## config.mk

```make
export PLATFORM = sky130hd
export DESIGN_NAME = go_back_n_sender_window
export DESIGN_NICKNAME = d
export VERILOG_FILES = /design/src/design/gbn_pkg.sv /design/src/design/gbn_ctrl.sv /design/src/design/gbn_datapath.sv /design/src/design/go_back_n_sender_window.sv
export SDC_FILE = /design/constraint.sdc
export NUM_CORES = 2
export LEC_CHECK = 0
export BUFFER_PORTS_ARGS = -buffer_cell sky130_fd_sc_hd__buf_4
export CORE_ASPECT_RATIO = 0.75
export CORE_MARGIN = 4
export CORE_UTILIZATION = 40
export DETAILED_ROUTE_END_ITERATION = 7
export HOLD_SLACK_MARGIN = 0.15
export REMOVE_ABC_BUFFERS = 1
export SYNTH_ARGS = -nofsm -noshare
export SYNTH_HDL_FRONTEND = slang
export SYNTH_SLANG_ARGS = --single-unit
```

## constraint.sdc

```tcl
create_clock -name clk -period 24 [get_ports clk]
set_input_delay 2.4 -clock clk [delete_from_list [all_inputs] [get_ports clk]]
set_output_delay 2.4 -clock clk [all_outputs]
set_load 0.05 [all_outputs]
```

## src/design/gbn_pkg.sv

```systemverilog
// Shared types, codes and defaults for the go-back-n sender window.
`timescale 1ns / 1ps

package gbn_pkg;

	localparam int WINDOW_DEPTH_DEF = 16;
	localparam int HANDLE_BITS_DEF  = 16;

	localparam logic [4:0]  WINDOW_SIZE_RST = 5'd16;
	localparam logic [7:0]  MAX_RETRIES_RST = 8'd10;
	localparam logic [15:0] TIMEOUT_RST     = 16'd1000;
	localparam logic [31:0] MAGIC_RST       = 32'd0;
	localparam logic [7:0]  VERSION_RST     = 8'd1;

	typedef enum logic [2:0] {
		CMD_BEGIN = 3'd0,
		CMD_SEND  = 3'd1,
		CMD_ACK   = 3'd2,
		CMD_TICK  = 3'd3,
		CMD_FLUSH = 3'd4,
		CMD_ABORT = 3'd5
	} cmd_t;

	typedef enum logic [3:0] {
		ST_SENT       = 4'd0,
		ST_FULL       = 4'd1,
		ST_ABORTED    = 4'd2,
		ST_ACK_TAKEN  = 4'd3,
		ST_ACK_DROP   = 4'd4,
		ST_RESEND     = 4'd5,
		ST_RETRIES    = 4'd6,
		ST_IDLE       = 4'd7,
		ST_FLUSH_DONE = 4'd8,
		ST_BEGUN      = 4'd9
	} status_t;

	typedef enum logic [2:0] {
		CFG_WINDOW_SIZE = 3'd0,
		CFG_MAX_RETRIES = 3'd1,
		CFG_TIMEOUT     = 3'd2,
		CFG_MAGIC       = 3'd3,
		CFG_VERSION     = 3'd4
	} cfg_idx_t;

	typedef enum logic [3:0] {
		UPD_NONE,
		UPD_BEGIN,
		UPD_SEND,
		UPD_ACK,
		UPD_FLUSH_SET,
		UPD_FLUSH_CLR,
		UPD_ABORT,
		UPD_RETRY,
		UPD_RETRY_ABORT
	} upd_t;

	typedef enum logic [1:0] {
		TX_NONE,
		TX_SEND,
		TX_BURST
	} txsel_t;

	typedef enum logic [2:0] {
		S_IDLE,
		S_DECODE,
		S_TICK,
		S_ACK2,
		S_BURST
	} fsm_state_t;

	typedef struct packed {
		logic [2:0]  command;
		logic [15:0] packet_handle;
		logic [31:0] ack_number;
		logic        ack_flag_set;
		logic [31:0] ack_magic;
		logic [7:0]  ack_version;
		logic        checksum_ok;
	} item_t;

	typedef struct packed {
		logic [3:0]  status;
		logic        tx_valid;
		logic [31:0] tx_sequence;
		logic [15:0] tx_handle;
		logic        last;
		logic [31:0] window_base;
		logic [4:0]  outstanding;
	} result_t;

	typedef struct packed {
		logic    capture;
		logic    tick_inc;
		upd_t    upd;
		logic    emit;
		status_t status;
		txsel_t  tx_sel;
		logic    last;
		logic    burst_start;
		logic    burst_step;
	} ctrl_t;

	typedef struct packed {
		logic [2:0] cmd;
		logic       aborted;
		logic       full;
		logic       empty;
		logic       ack_ok;
		logic       flush_after_ack;
		logic       resend_due;
		logic       retry_over;
		logic       burst_last;
		logic       out_free;
	} stat_t;

endpackage

```

## src/design/gbn_ctrl.sv

```systemverilog
// Sequencer for the go-back-n sender window: decodes commands, drives the datapath.
`timescale 1ns / 1ps

module gbn_ctrl (
	input  logic            clk,
	input  logic            arst_n,
	input  logic            item_valid,
	output logic            item_ready,
	input  gbn_pkg::stat_t  stat,
	output gbn_pkg::ctrl_t  ctrl
);

	gbn_pkg::fsm_state_t state_q, state_d;

	always_ff @(posedge clk or negedge arst_n) begin
		if (!arst_n) begin
			state_q <= gbn_pkg::S_IDLE;
		end else begin
			state_q <= state_d;
		end
	end

	always_comb begin
		state_d = state_q;
		case (state_q)
			gbn_pkg::S_IDLE: begin
				if (item_valid) state_d = gbn_pkg::S_DECODE;
			end
			gbn_pkg::S_DECODE: begin
				if (stat.cmd == gbn_pkg::CMD_TICK) begin
					state_d = gbn_pkg::S_TICK;
				end else if (stat.out_free) begin
					if (stat.cmd == gbn_pkg::CMD_ACK && stat.ack_ok && stat.flush_after_ack)
						state_d = gbn_pkg::S_ACK2;
					else
						state_d = gbn_pkg::S_IDLE;
				end
			end
			gbn_pkg::S_TICK: begin
				if (stat.resend_due && !stat.retry_over) state_d = gbn_pkg::S_BURST;
				else if (stat.out_free) state_d = gbn_pkg::S_IDLE;
			end
			gbn_pkg::S_ACK2: begin
				if (stat.out_free) state_d = gbn_pkg::S_IDLE;
			end
			gbn_pkg::S_BURST: begin
				if (stat.out_free && stat.burst_last) state_d = gbn_pkg::S_IDLE;
			end
			default: state_d = gbn_pkg::S_IDLE;
		endcase
	end

	always_comb begin
		ctrl = '0;
		ctrl.upd = gbn_pkg::UPD_NONE;
		ctrl.status = gbn_pkg::ST_IDLE;
		ctrl.tx_sel = gbn_pkg::TX_NONE;
		item_ready = (state_q == gbn_pkg::S_IDLE);
		case (state_q)
			gbn_pkg::S_IDLE: begin
				ctrl.capture = item_valid;
			end
			gbn_pkg::S_DECODE: begin
				if (stat.cmd == gbn_pkg::CMD_TICK) begin
					ctrl.tick_inc = 1'b1;
				end else if (stat.out_free) begin
					ctrl.emit = 1'b1;
					ctrl.last = 1'b1;
					case (stat.cmd)
						gbn_pkg::CMD_BEGIN: begin
							ctrl.upd = gbn_pkg::UPD_BEGIN;
							ctrl.status = gbn_pkg::ST_BEGUN;
						end
						gbn_pkg::CMD_SEND: begin
							if (stat.aborted) begin
								ctrl.status = gbn_pkg::ST_ABORTED;
							end else if (stat.full) begin
								ctrl.status = gbn_pkg::ST_FULL;
							end else begin
								ctrl.upd = gbn_pkg::UPD_SEND;
								ctrl.status = gbn_pkg::ST_SENT;
								ctrl.tx_sel = gbn_pkg::TX_SEND;
							end
						end
						gbn_pkg::CMD_ACK: begin
							if (stat.ack_ok) begin
								ctrl.upd = gbn_pkg::UPD_ACK;
								ctrl.status = gbn_pkg::ST_ACK_TAKEN;
								ctrl.last = !stat.flush_after_ack;
							end else begin
								ctrl.status = gbn_pkg::ST_ACK_DROP;
							end
						end
						gbn_pkg::CMD_FLUSH: begin
							if (stat.aborted) begin
								ctrl.status = gbn_pkg::ST_ABORTED;
							end else if (stat.empty) begin
								ctrl.upd = gbn_pkg::UPD_FLUSH_CLR;
								ctrl.status = gbn_pkg::ST_FLUSH_DONE;
							end else begin
								ctrl.upd = gbn_pkg::UPD_FLUSH_SET;
								ctrl.status = gbn_pkg::ST_IDLE;
							end
						end
						gbn_pkg::CMD_ABORT: begin
							ctrl.upd = gbn_pkg::UPD_ABORT;
							ctrl.status = gbn_pkg::ST_ABORTED;
						end
						default: ctrl.status = gbn_pkg::ST_IDLE;
					endcase
				end
			end
			gbn_pkg::S_TICK: begin
				if (stat.resend_due && !stat.retry_over) begin
					ctrl.upd = gbn_pkg::UPD_RETRY;
					ctrl.burst_start = 1'b1;
				end else if (stat.out_free) begin
					ctrl.emit = 1'b1;
					ctrl.last = 1'b1;
					if (stat.resend_due) begin
						ctrl.upd = gbn_pkg::UPD_RETRY_ABORT;
						ctrl.status = gbn_pkg::ST_RETRIES;
					end else begin
						ctrl.status = gbn_pkg::ST_IDLE;
					end
				end
			end
			gbn_pkg::S_ACK2: begin
				if (stat.out_free) begin
					ctrl.emit = 1'b1;
					ctrl.last = 1'b1;
					ctrl.upd = gbn_pkg::UPD_FLUSH_CLR;
					ctrl.status = gbn_pkg::ST_FLUSH_DONE;
				end
			end
			gbn_pkg::S_BURST: begin
				if (stat.out_free) begin
					ctrl.emit = 1'b1;
					ctrl.status = gbn_pkg::ST_RESEND;
					ctrl.tx_sel = gbn_pkg::TX_BURST;
					ctrl.last = stat.burst_last;
					ctrl.burst_step = !stat.burst_last;
				end
			end
			default: ;
		endcase
	end

endmodule

```

## src/design/gbn_datapath.sv

```systemverilog
// Window state, slot memory, configuration registers and result register.
`timescale 1ns / 1ps

module gbn_datapath #(
	parameter int WINDOW_DEPTH = gbn_pkg::WINDOW_DEPTH_DEF,
	parameter int HANDLE_BITS  = gbn_pkg::HANDLE_BITS_DEF
) (
	input  logic             clk,
	input  logic             arst_n,
	input  gbn_pkg::item_t   item,
	input  logic             cfg_we,
	input  logic [2:0]       cfg_index,
	input  logic [31:0]      cfg_data,
	input  logic             result_ready,
	output logic             result_valid,
	output gbn_pkg::result_t result,
	input  gbn_pkg::ctrl_t   ctrl,
	output gbn_pkg::stat_t   stat
);

	localparam int IDX_W     = (WINDOW_DEPTH > 1) ? $clog2(WINDOW_DEPTH) : 1;
	localparam int MEM_DEPTH = 1 << IDX_W;
	localparam int CNT_W     = $clog2(WINDOW_DEPTH + 1);
	localparam int HW        = (HANDLE_BITS < 16) ? HANDLE_BITS : 16;

	logic [4:0]  window_size_q;
	logic [7:0]  max_retries_q;
	logic [15:0] timeout_q;
	logic [31:0] magic_q;
	logic [7:0]  version_q;

	logic [31:0] base_q, next_q, tick_q;
	logic [7:0]  retry_q;
	logic        aborted_q, flushing_q;
	logic [31:0] base_d, next_d;
	logic [7:0]  retry_d, retry_inc;
	logic        aborted_d, flushing_d;

	gbn_pkg::item_t item_q;
	logic [CNT_W-1:0] burst_q;

	logic [HW-1:0] hmem [MEM_DEPTH];
	logic [31:0]   tmem [MEM_DEPTH];
	logic [HW-1:0] rd_handle_q;
	logic [31:0]   rd_time_q;
	logic          rd_en;
	logic [IDX_W-1:0] rd_addr, next_idx, burst_idx;

	logic [31:0] count, eff_win, ack_plus, burst_seq, burst_seq_nx, age;
	logic        result_valid_q;
	gbn_pkg::result_t result_q;

	always_ff @(posedge clk or negedge arst_n) begin
		if (!arst_n) begin
			window_size_q <= gbn_pkg::WINDOW_SIZE_RST;
			max_retries_q <= gbn_pkg::MAX_RETRIES_RST;
			timeout_q     <= gbn_pkg::TIMEOUT_RST;
			magic_q       <= gbn_pkg::MAGIC_RST;
			version_q     <= gbn_pkg::VERSION_RST;
		end else if (cfg_we) begin
			case (cfg_index)
				gbn_pkg::CFG_WINDOW_SIZE: window_size_q <= cfg_data[4:0];
				gbn_pkg::CFG_MAX_RETRIES: max_retries_q <= cfg_data[7:0];
				gbn_pkg::CFG_TIMEOUT:     timeout_q     <= cfg_data[15:0];
				gbn_pkg::CFG_MAGIC:       magic_q       <= cfg_data;
				gbn_pkg::CFG_VERSION:     version_q     <= cfg_data[7:0];
				default: ;
			endcase
		end
	end

	assign count    = next_q - base_q;
	assign ack_plus = item_q.ack_number + 32'd1;
	assign age      = tick_q - rd_time_q;
	assign burst_seq    = base_q + 32'(burst_q);
	assign burst_seq_nx = burst_seq + 32'd1;
	assign next_idx  = next_q[IDX_W-1:0];
	assign burst_idx = burst_seq[IDX_W-1:0];

	always_comb begin
		if (window_size_q == 5'd0)
			eff_win = 32'd1;
		else if (32'(window_size_q) > 32'(WINDOW_DEPTH))
			eff_win = 32'(WINDOW_DEPTH);
		else
			eff_win = 32'(window_size_q);
	end

	assign retry_inc = (retry_q == 8'hFF) ? 8'hFF : retry_q + 8'd1;

	always_comb begin
		base_d = base_q;
		next_d = next_q;
		retry_d = retry_q;
		aborted_d = aborted_q;
		flushing_d = flushing_q;
		case (ctrl.upd)
			gbn_pkg::UPD_BEGIN: begin
				base_d = '0;
				next_d = '0;
				retry_d = '0;
				aborted_d = 1'b0;
				flushing_d = 1'b0;
			end
			gbn_pkg::UPD_SEND: begin
				next_d = next_q + 32'd1;
				retry_d = '0;
			end
			gbn_pkg::UPD_ACK: begin
				base_d = ack_plus;
				retry_d = '0;
			end
			gbn_pkg::UPD_FLUSH_SET: flushing_d = 1'b1;
			gbn_pkg::UPD_FLUSH_CLR: flushing_d = 1'b0;
			gbn_pkg::UPD_ABORT: begin
				aborted_d = 1'b1;
				flushing_d = 1'b0;
			end
			gbn_pkg::UPD_RETRY: retry_d = retry_inc;
			gbn_pkg::UPD_RETRY_ABORT: begin
				retry_d = retry_inc;
				aborted_d = 1'b1;
				flushing_d = 1'b0;
			end
			default: ;
		endcase
	end

	always_ff @(posedge clk or negedge arst_n) begin
		if (!arst_n) begin
			base_q <= '0;
			next_q <= '0;
			retry_q <= '0;
			tick_q <= '0;
			aborted_q <= 1'b0;
			flushing_q <= 1'b0;
			burst_q <= '0;
		end else begin
			base_q <= base_d;
			next_q <= next_d;
			retry_q <= retry_d;
			aborted_q <= aborted_d;
			flushing_q <= flushing_d;
			if (ctrl.tick_inc) tick_q <= tick_q + 32'd1;
			if (ctrl.burst_start) burst_q <= '0;
			else if (ctrl.burst_step) burst_q <= burst_q + CNT_W'(1);
		end
	end

	always_ff @(posedge clk) begin
		if (ctrl.capture) item_q <= item;
	end

	// slot memory: one write, one registered read per cycle
	assign rd_en   = ctrl.capture | ctrl.burst_start | ctrl.burst_step;
	assign rd_addr = ctrl.burst_step ? burst_seq_nx[IDX_W-1:0] : base_q[IDX_W-1:0];

	always_ff @(posedge clk) begin
		if (ctrl.upd == gbn_pkg::UPD_SEND) begin
			hmem[next_idx] <= item_q.packet_handle[HW-1:0];
			tmem[next_idx] <= tick_q;
		end else if (ctrl.emit && ctrl.tx_sel == gbn_pkg::TX_BURST) begin
			tmem[burst_idx] <= tick_q;
		end
		if (rd_en) begin
			rd_handle_q <= hmem[rd_addr];
			rd_time_q <= tmem[rd_addr];
		end
	end

	always_ff @(posedge clk or negedge arst_n) begin
		if (!arst_n) begin
			result_valid_q <= 1'b0;
		end else if (ctrl.emit) begin
			result_valid_q <= 1'b1;
		end else if (result_ready) begin
			result_valid_q <= 1'b0;
		end
	end

	always_ff @(posedge clk) begin
		if (ctrl.emit) begin
			result_q.status <= ctrl.status;
			result_q.tx_valid <= (ctrl.tx_sel != gbn_pkg::TX_NONE);
			result_q.last <= ctrl.last;
			result_q.window_base <= base_d;
			result_q.outstanding <= 5'(next_d - base_d);
			case (ctrl.tx_sel)
				gbn_pkg::TX_SEND: begin
					result_q.tx_sequence <= next_q;
					result_q.tx_handle <= 16'(item_q.packet_handle[HW-1:0]);
				end
				gbn_pkg::TX_BURST: begin
					result_q.tx_sequence <= burst_seq;
					result_q.tx_handle <= 16'(rd_handle_q);
				end
				default: begin
					result_q.tx_sequence <= '0;
					result_q.tx_handle <= '0;
				end
			endcase
		end
	end

	assign result_valid = result_valid_q;
	assign result = result_q;

	assign stat.cmd = item_q.command;
	assign stat.aborted = aborted_q;
	assign stat.full = (count >= eff_win);
	assign stat.empty = (count == 32'd0);
	assign stat.ack_ok = item_q.checksum_ok && item_q.ack_flag_set &&
		(item_q.ack_version == version_q) && (item_q.ack_magic == magic_q) &&
		((item_q.ack_number - base_q) < count);
	assign stat.flush_after_ack = flushing_q && (next_q == ack_plus);
	assign stat.resend_due = !aborted_q && (count != 32'd0) &&
		((count >= eff_win) || flushing_q) && (age >= 32'(timeout_q));
	assign stat.retry_over = ({1'b0, retry_q} + 9'd1) > {1'b0, max_retries_q};
	assign stat.burst_last = ((32'(burst_q) + 32'd1) == count);
	assign stat.out_free = !result_valid_q || result_ready;

endmodule

```

## src/design/go_back_n_sender_window.sv

```systemverilog
// Go-back-n sender window top level.
// Items are taken one at a time. Begin, send, ack, flush and abort are decoded in S_DECODE and
// their result is registered; an ack that empties a flushing window gives a second result
// from S_ACK2. A tick passes through S_DECODE and S_TICK, and when it resends the window it
// gives one resent packet per cycle while the result side does not stall, paced by the
// registered read port of the slot memory. Any stall on the result side delays these steps.
// The block holds no clearing pass after reset; slot contents are used only once written.
`timescale 1ns / 1ps

module go_back_n_sender_window #(
	parameter int WINDOW_DEPTH = gbn_pkg::WINDOW_DEPTH_DEF,
	parameter int HANDLE_BITS  = gbn_pkg::HANDLE_BITS_DEF
) (
	input  logic             clk,
	input  logic             arst_n,
	input  logic             item_valid,
	output logic             item_ready,
	input  gbn_pkg::item_t   item,
	output logic             result_valid,
	input  logic             result_ready,
	output gbn_pkg::result_t result,
	input  logic             cfg_we,
	input  logic [2:0]       cfg_index,
	input  logic [31:0]      cfg_data
);

	gbn_pkg::ctrl_t ctrl;
	gbn_pkg::stat_t stat;

	gbn_ctrl u_ctrl (
		.clk        (clk),
		.arst_n     (arst_n),
		.item_valid (item_valid),
		.item_ready (item_ready),
		.stat       (stat),
		.ctrl       (ctrl)
	);

	gbn_datapath #(
		.WINDOW_DEPTH (WINDOW_DEPTH),
		.HANDLE_BITS  (HANDLE_BITS)
	) u_datapath (
		.clk          (clk),
		.arst_n       (arst_n),
		.item         (item),
		.cfg_we       (cfg_we),
		.cfg_index    (cfg_index),
		.cfg_data     (cfg_data),
		.result_ready (result_ready),
		.result_valid (result_valid),
		.result       (result),
		.ctrl         (ctrl),
		.stat         (stat)
	);

endmodule

```

# Word-level counts from Yosys, hierarchy flattened
# Memory sizes are Yosys's and may differ from the RTL's. A register that Yosys moved wholly into a read port is not among the register bits.
# Cells that the tools add are included.
[word_totals]
reg_bits = 368
ramBits = 768
inputBits = 133
output_inout_bits = 93
mem_count = 2
[mem_list]
columns = ["name", "words", "word_bits", "read_ports", "rd_clocked_by_memory_dff", "wr", "line_no", "source"]
rows = [
  ["u_datapath.tmem", 16, 32, 1, 1, 1, "gbn_datapath.sv:43", "logic [31:0] tmem [MEM_DEPTH];"],
  ["u_datapath.hmem", 16, 16, 1, 1, 1, "gbn_datapath.sv:42", "logic [HW-1:0] hmem [MEM_DEPTH];"],
]
[op_classes]
addsub = 13
magnitude_cmp = 5
eq_ne = 31
n_mux = 69
bitwise_logic = 2
reduce_logical = 43
[op_table]
columns = ["op", "n"]
rows = [
  ["$pmux 32 s2", 2],
  ["$add 32x1->32 const B", 3],
  ["$eq 32x32->1", 3],
  ["$pmux 48 s2", 1],
  ["$sub 32x32->32", 3],
  ["$mux 32", 2],
  ["$pmux 4 s5", 2],
  ["$add 32x5->32", 1],
  ["$ge 32x16->1", 1],
  ["$ge 32x32->1", 1],
  ["$logic_not 32->1", 1],
  ["$lt 32x32->1", 1],
  ["$mux 4", 8],
  ["$reduce_bool 32->1", 1],
  ["$reduce_or 32->1", 1],
  ["$mux 12", 2],
  ["$mux 3", 8],
  ["$mux 8", 3],
  ["$mux 1", 23],
  ["$mux 5", 4],
  ["$pmux 5 s4", 1],
  ["$eq 3x2->1 const B", 6],
  ["$eq 4x3->1 const B", 4],
  ["$pmux 8 s2", 1],
  ["other kinds (39)", 80],
]

# Depth between registers and ports, before layout
[logic_depth]
word_depth = 17
depth_mapped = 37
mapped_depth_nobuf = 37

# Cells and area by module
# A second synthesis with hierarchy kept.
[hier_totals]
hier_cells = 3659
area_unflattened_um2 = 54090.6
[by_module_without_submodules]
columns = ["mod", "instances", "cells_per_inst", "area_per_inst_um2"]
rows = [
  ["gbn_datapath", 1, 3570, 53456.3],
  ["gbn_ctrl", 1, 89, 634.4],
]

# Worst setup path before layout
# Ideal clock, no wire load.
[synth_path]
path_type = "reg2reg"
startpoint = "register u_datapath.tick_q[0]"
endpoint = "register u_datapath.result_q, in the netlist u_datapath.result[0] (enable)"
setup_ps = 542
arrival_ps = 8209
required_ps = 23458
setup_slack_ps = 15249
stages_incl_launch_ff = 24
path_buffers = 0
synth_period_minus_slack_ps = 8751
path_cell_list = "dfrtp_1 inv_1 ha_1 inv_1 fa_1 a211oi_1 o21bai_1 a21oi_1 o221ai_1 a21oi_1 xnor2_1 ha_1 and4_1 a22oi_1 o2111ai_1 a311oi_1 o21ai_0 a2111o_1 nor4_1 nand4_1 nand3b_1 nor2b_1 nor2_1 nor2_1"
[synth_lines]
columns = ["element", "line_no", "source"]
rows = [
  ["from (decl)", "gbn_datapath.sv:32", "logic [31:0] base_q, next_q, tick_q;"],
  ["from (signal assigned)", "gbn_datapath.sv:144", "if (ctrl.tick_inc) tick_q <= tick_q + 32'd1;"],
  ["to (decl)", "gbn_datapath.sv:51", "gbn_pkg::result_t result_q;"],
]

# Worst setup path after layout
[layout_path]
startpoint = "register u_datapath.item_q[42] (netlist bit)"
endpoint = "register u_datapath.result_q, in the netlist u_datapath.result[4] (data pin)"
[layout_between]
elab_chain_len = 11
elab_cells_between_ends = 15
classes_between = "3 x add/sub; 1 x order compare; 3 x eq/ne; 7 x mux; 1 x reduce/logical"
[layout_rtl]
columns = ["element", "line_no", "source"]
rows = [
  ["from (decl)", "gbn_datapath.sv:39", "gbn_pkg::item_t item_q;"],
  ["from (signal assigned)", "gbn_datapath.sv:151", "if (ctrl.capture) item_q <= item;"],
  ["$sub 32x32->32", "gbn_datapath.sv:214", "((item_q.ack_number - base_q) < count);"],
  ["$lt 32x32->1", "gbn_datapath.sv:214", ""],
  ["$logic_and 1x1->1", "gbn_datapath.sv:213", "(item_q.ack_version == version_q) && (item_q.ack_magic == magic_q) &&"],
  ["$mux 2", "gbn_ctrl.sv:86", "if (stat.ack_ok) begin"],
  ["$pmux 4 s5", "gbn_ctrl.sv:69", "case (stat.cmd)"],
  ["$mux 12", "gbn_ctrl.sv:66", "end else if (stat.out_free) begin"],
  ["$mux 12", "gbn_ctrl.sv:64", "if (stat.cmd == gbn_pkg::CMD_TICK) begin"],
  ["$pmux 4 s3", "gbn_ctrl.sv:59", "case (state_q)"],
  ["$eq 4x2->1 or $eq 4x1->1 (tied branches)", "gbn_datapath.sv:97", "case (ctrl.upd)"],
  ["$pmux 32 s2 *", "gbn_datapath.sv:97", ""],
  ["net u_datapath.base_d[0]", "gbn_datapath.sv:35", "logic [31:0] base_d, next_d;"],
  ["$sub 5x5->5 *", "gbn_datapath.sv:187", "result_q.outstanding <= 5'(next_d - base_d);"],
]
# Mark *: on every way through the listed nets, which the timed path passes. The rest lies on a longest branch.
# A chain may end at the register's enable or synchronous reset.

==> summary.md <==
| Metric | Value |
|---|---|
| Status | completed |
| Worst Tran Pin Value | between 1000 and 1500 ps |
| CTS sink count | 1184 |
| Remaining DRCs | 0 |
| 1st-iter DRT viols | about 3200 |
| Area Growth Syn to Fin | 13.2% |
| Max rail drop VDD | around 0.1 mV |
| Crit path buf inv count | 4 |
| Top-area cell type share of the netlist area | approximately 53% |
| Final hold violations | 0 |
| CTS Buf Count | 111 |
| RD Place Congestion | just over 0.9 |
| Worst stage delay on the critical path | 530 ps |
| Synthesis Warnings | 0 |
| Synth area leaders | edfxtp_1 (53%), mux2i_1 (13%), dfrtp_1 (7.7%) |
| Largest net degree at the start of global routing | approximately 120 |
| Leak pwr | about 28 nW |
| Routed WL | around 150 mm |
| First-pass GRT wire length | ~220 mm |
| Die X | around 440 microns |
| Initial antenna violation count | 2 |
| Overall power | 0.00689 W |
| Cell area power density | between 100 and 150 nW/um^2 |
| Fin crit share | 37.4% |
| Worst Setup Path Type | reg -> reg |
| CTS H-tree depth | 3 |
| Clk_lat worst skew | about 740 ps |
| Syn_area_per_cell | approximately 14 sq um |
| Post-DP HPWL | roughly 97 mm |
| Synth area leader | edfxtp_1 |
| CP top delay family | compound AO/OA/AOI/OAI gates |
| Initial Util | just over 40% |
| TritonCTS clock tree | done |
| DR vias | ~34000 |
| Crit-path slowest cell | a41oi_1 |
| Layout fillers | between 10000 and 15000 |
| Largest buffer count on any clock path | 3 |
| Sequential Area | about 35000 sq um |
| ANT nets after route | 0 |
| Setup ws final | approximately 15000 ps |
| Switching Fraction | between 30% and 40% |
| Cell Int Power | 0.00441 W |
| Cell count along the critical path | 37 |
| CTS Hold Bufs | 0 |
| Sequential-to-total area share from yosys stat | 61.5% |
| Layout cell share with drive strength beyond 1 | a little over an eighth |
| Max-slew headroom | between 20% and 30% |
| FMAX | between 100 and 150 MHz |
| Mapped Area | between 50000 and 60000 sq um |
| Max-Cap Viols | 0 |
| Fin nets | around 4600 |
| FP Rows | ~120 |
| Synth cell types | 88 |
| Post-synthesis register bit count | 1184 |
| Pre-CTS WS | ~15000 ps |
| Post-DR vias/cell | around 5.5 |
| Remaining Overflow, GRT | 0 |
| Worst Setup Start Kind | register |
| Vias in the first global route | 32900 |
| WHS Path Cells | 2 |
| Psw | 0.00248 W |
| WL per Instance | between 20 and 25 microns |
| All-Layer GR Usage | 20.1% |
| Clk pwr share | 26.5% |
| Core area | between 100000 and 150000 sq um |
| Post-synth EDFFs | 1000 |
| Path depth of the worst reg2reg path | 37 |
| Setup violators final | 0 |
| Critical Path Sink Type | register |
| Drt pass-1 iters | 8 |
| Seq pwr share | about two fifths |
| Ports | 226 |
| Cts repair resizes | 0 |
| # Post-CTS Setup Buffers | 0 |
| Hold Crit Class | reg -> reg |
| CP Data Arrival Time | about 9500 ps |
| Minimum clock period | roughly 9000 ps |
| Combinational Power Share | about a third |
| Die area | 147000 sq um |
| Final Max Tran Viols | 0 |
| Area of the multi-input gates | roughly 20000 sq um |
| Synth Instances | just over 4000 |
| Setup Skew | 40.7 ps |
| CTS clk-pin slew, worst paths | about 70 ps |
| Final setup TNS | 0 ps |
| CTS Root Cell | clkbuf_16 |
| Async set or reset register ratio after synthesis | roughly 16% |
| CP required | ~24000 ps |
| # port buffers | between 200 and 250 |
| CP Max Fanout | 31 |
| RSZ-0062 raised after global routing | no |
| Top_reg_cell synth | edfxtp_1 |
| Die height | 333 microns |
[path summary, 6_finish.rpt]
check                                   startpoint                      end  slack (ps)
setup / recovery             u_datapath.item_q[42]     u_datapath.result[4]       15010
hold / removal             u_datapath.timeout_q[8]  u_datapath.timeout_q[8]         520
setup reg to reg             u_datapath.item_q[42]     u_datapath.result[4]       15010
hold reg to reg            u_datapath.timeout_q[8]  u_datapath.timeout_q[8]         520
max in group asynchronous                   arst_n    u_datapath.tick_q[21]       20960
min in group asynchronous                   arst_n   u_datapath.magic_q[19]        1620
[per-layer routing]
layer  GRT usage (%)  routed length (microns)
met1            31.7                    74800
met3            4.31                    10800
met4            4.43                     3170
met2            28.2                    62400
met5           0.419                       82
[cell usage in the layout (no fill, tap or decap), types with 15 or more instances in the layout]
cell,count
a21o_1,54
nor4_1,24
mux2_2,49
o21ai_0,108
and2_2,16
clkinv_1,15
o21a_1,30
nor3_1,54
and3_1,44
and4_1,19
and2_1,24
a22oi_1,51
dfrtp_1,174
a21oi_1,123
clkinv_2,26
clkbuf_1,21
a211oi_1,17
mux2i_1,734
xnor2_1,141
or3_1,23
nor2_1,109
nor2b_1,67
xor2_1,110
nand2b_1,17
nand4_1,55
o22ai_1,31
inv_1,146
edfxtp_1,1000
clkbuf_16,112
nand2_1,179
buf_4,285
ha_1,171
nand3_1,107
[cells in the mapped netlist, drive strengths merged, types with 30 or more instances]
cell type and count:
edfxtp 1000, mux2i 736, nand2 180, dfrtp 174
ha 174, inv 148, xnor2 141, a21oi 125
o21ai 120, nor2 113, xor2 110, nand3 108
buf 92, nor2b 67, clkbuf 66, a21o 55
nand4 55, nor3 54, a22oi 51, mux2 51
and3 44, and2 40, o22ai 31, o21a 30
[cells by family after synthesis]
logic type | after synthesis | synth area share, %
compound gates | 548 | 6.42
mux | 787 | 14.1
xor+xnor | 251 | 3.90
simple gates | 795 | 7.38
flops | 1184 | 61.5
buf+inv | 306 | 2.72
fa+ha+maj | 179 | 4.04
[layout make-up]
class                      instances  area share, %
multi-input combinational       2560           31.8
sequential                      1184           54.3
inverter                         148          0.874
antenna                            3         0.0118
clock inverter                    68           1.18
timing repair buffer             289           3.47
tap                             1860           3.65
clock buffer                     143           4.73
[state kept, by name (all words and copies together), names as in the netlist, 32 cells and up]
name / cells
u_datapath.tick_q: 32
u_datapath.next_q: 32
u_datapath.result: 91
u_datapath.magic_q: 32
u_datapath.item_q: 90
u_datapath.rd_time_q: 32
u_datapath.base_q: 32
u_datapath.tmem: 512
u_datapath.hmem: 256
[metrics by stage]
| step | std cells | util, % | hold slack (ps) | area [sq um] |
|---|---|---|---|---|
| final | 6255 | 45.9 | 521 | 63800 |
| after global routing | 6254 | 45.9 | 534 | 63800 |
| after CTS | 6252 | 45.9 | 520 | 63800 |
| after detailed placement | 6041 | 43.2 | 510 | 60000 |
| after global placement | 6041 | 43.2 | 504 | 60000 |
| after floorplan | 3892 | - | 480 | 55400 |
[worst register-to-register path, delay by kind of cell (launching register included)]
| kind | cells | cell delay [ps] |
|---|---|---|
| AO/OA/AOI/OAI | 14 | 3460 |
| AND/OR/NAND/NOR | 12 | 2560 |
| adder cells (fa/ha/maj) | 5 | 1370 |
| buffers and inverters | 4 | 670 |
| flip-flops | 1 | 480 |
| XOR/XNOR | 2 | 240 |
[power by group through the flow]
| stage | clock network [W] | registers (W) | logic (W) |
|---|---|---|---|
| 5_1_grt | 0.00195 | 0.00268 | 0.00259 |
| 3_3_place_gp | 0 | 0.00269 | 0.00236 |
| 6_report | 0.00183 | 0.00266 | 0.00241 |
| 4_1_cts | 0.00186 | 0.00266 | 0.00237 |
| 3_5_place_dp | 0 | 0.00270 | 0.00236 |
| 2_1_floorplan | 0 | 0.00288 | 0.00200 |
Note: power is estimated with default switching activity, not from simulation.
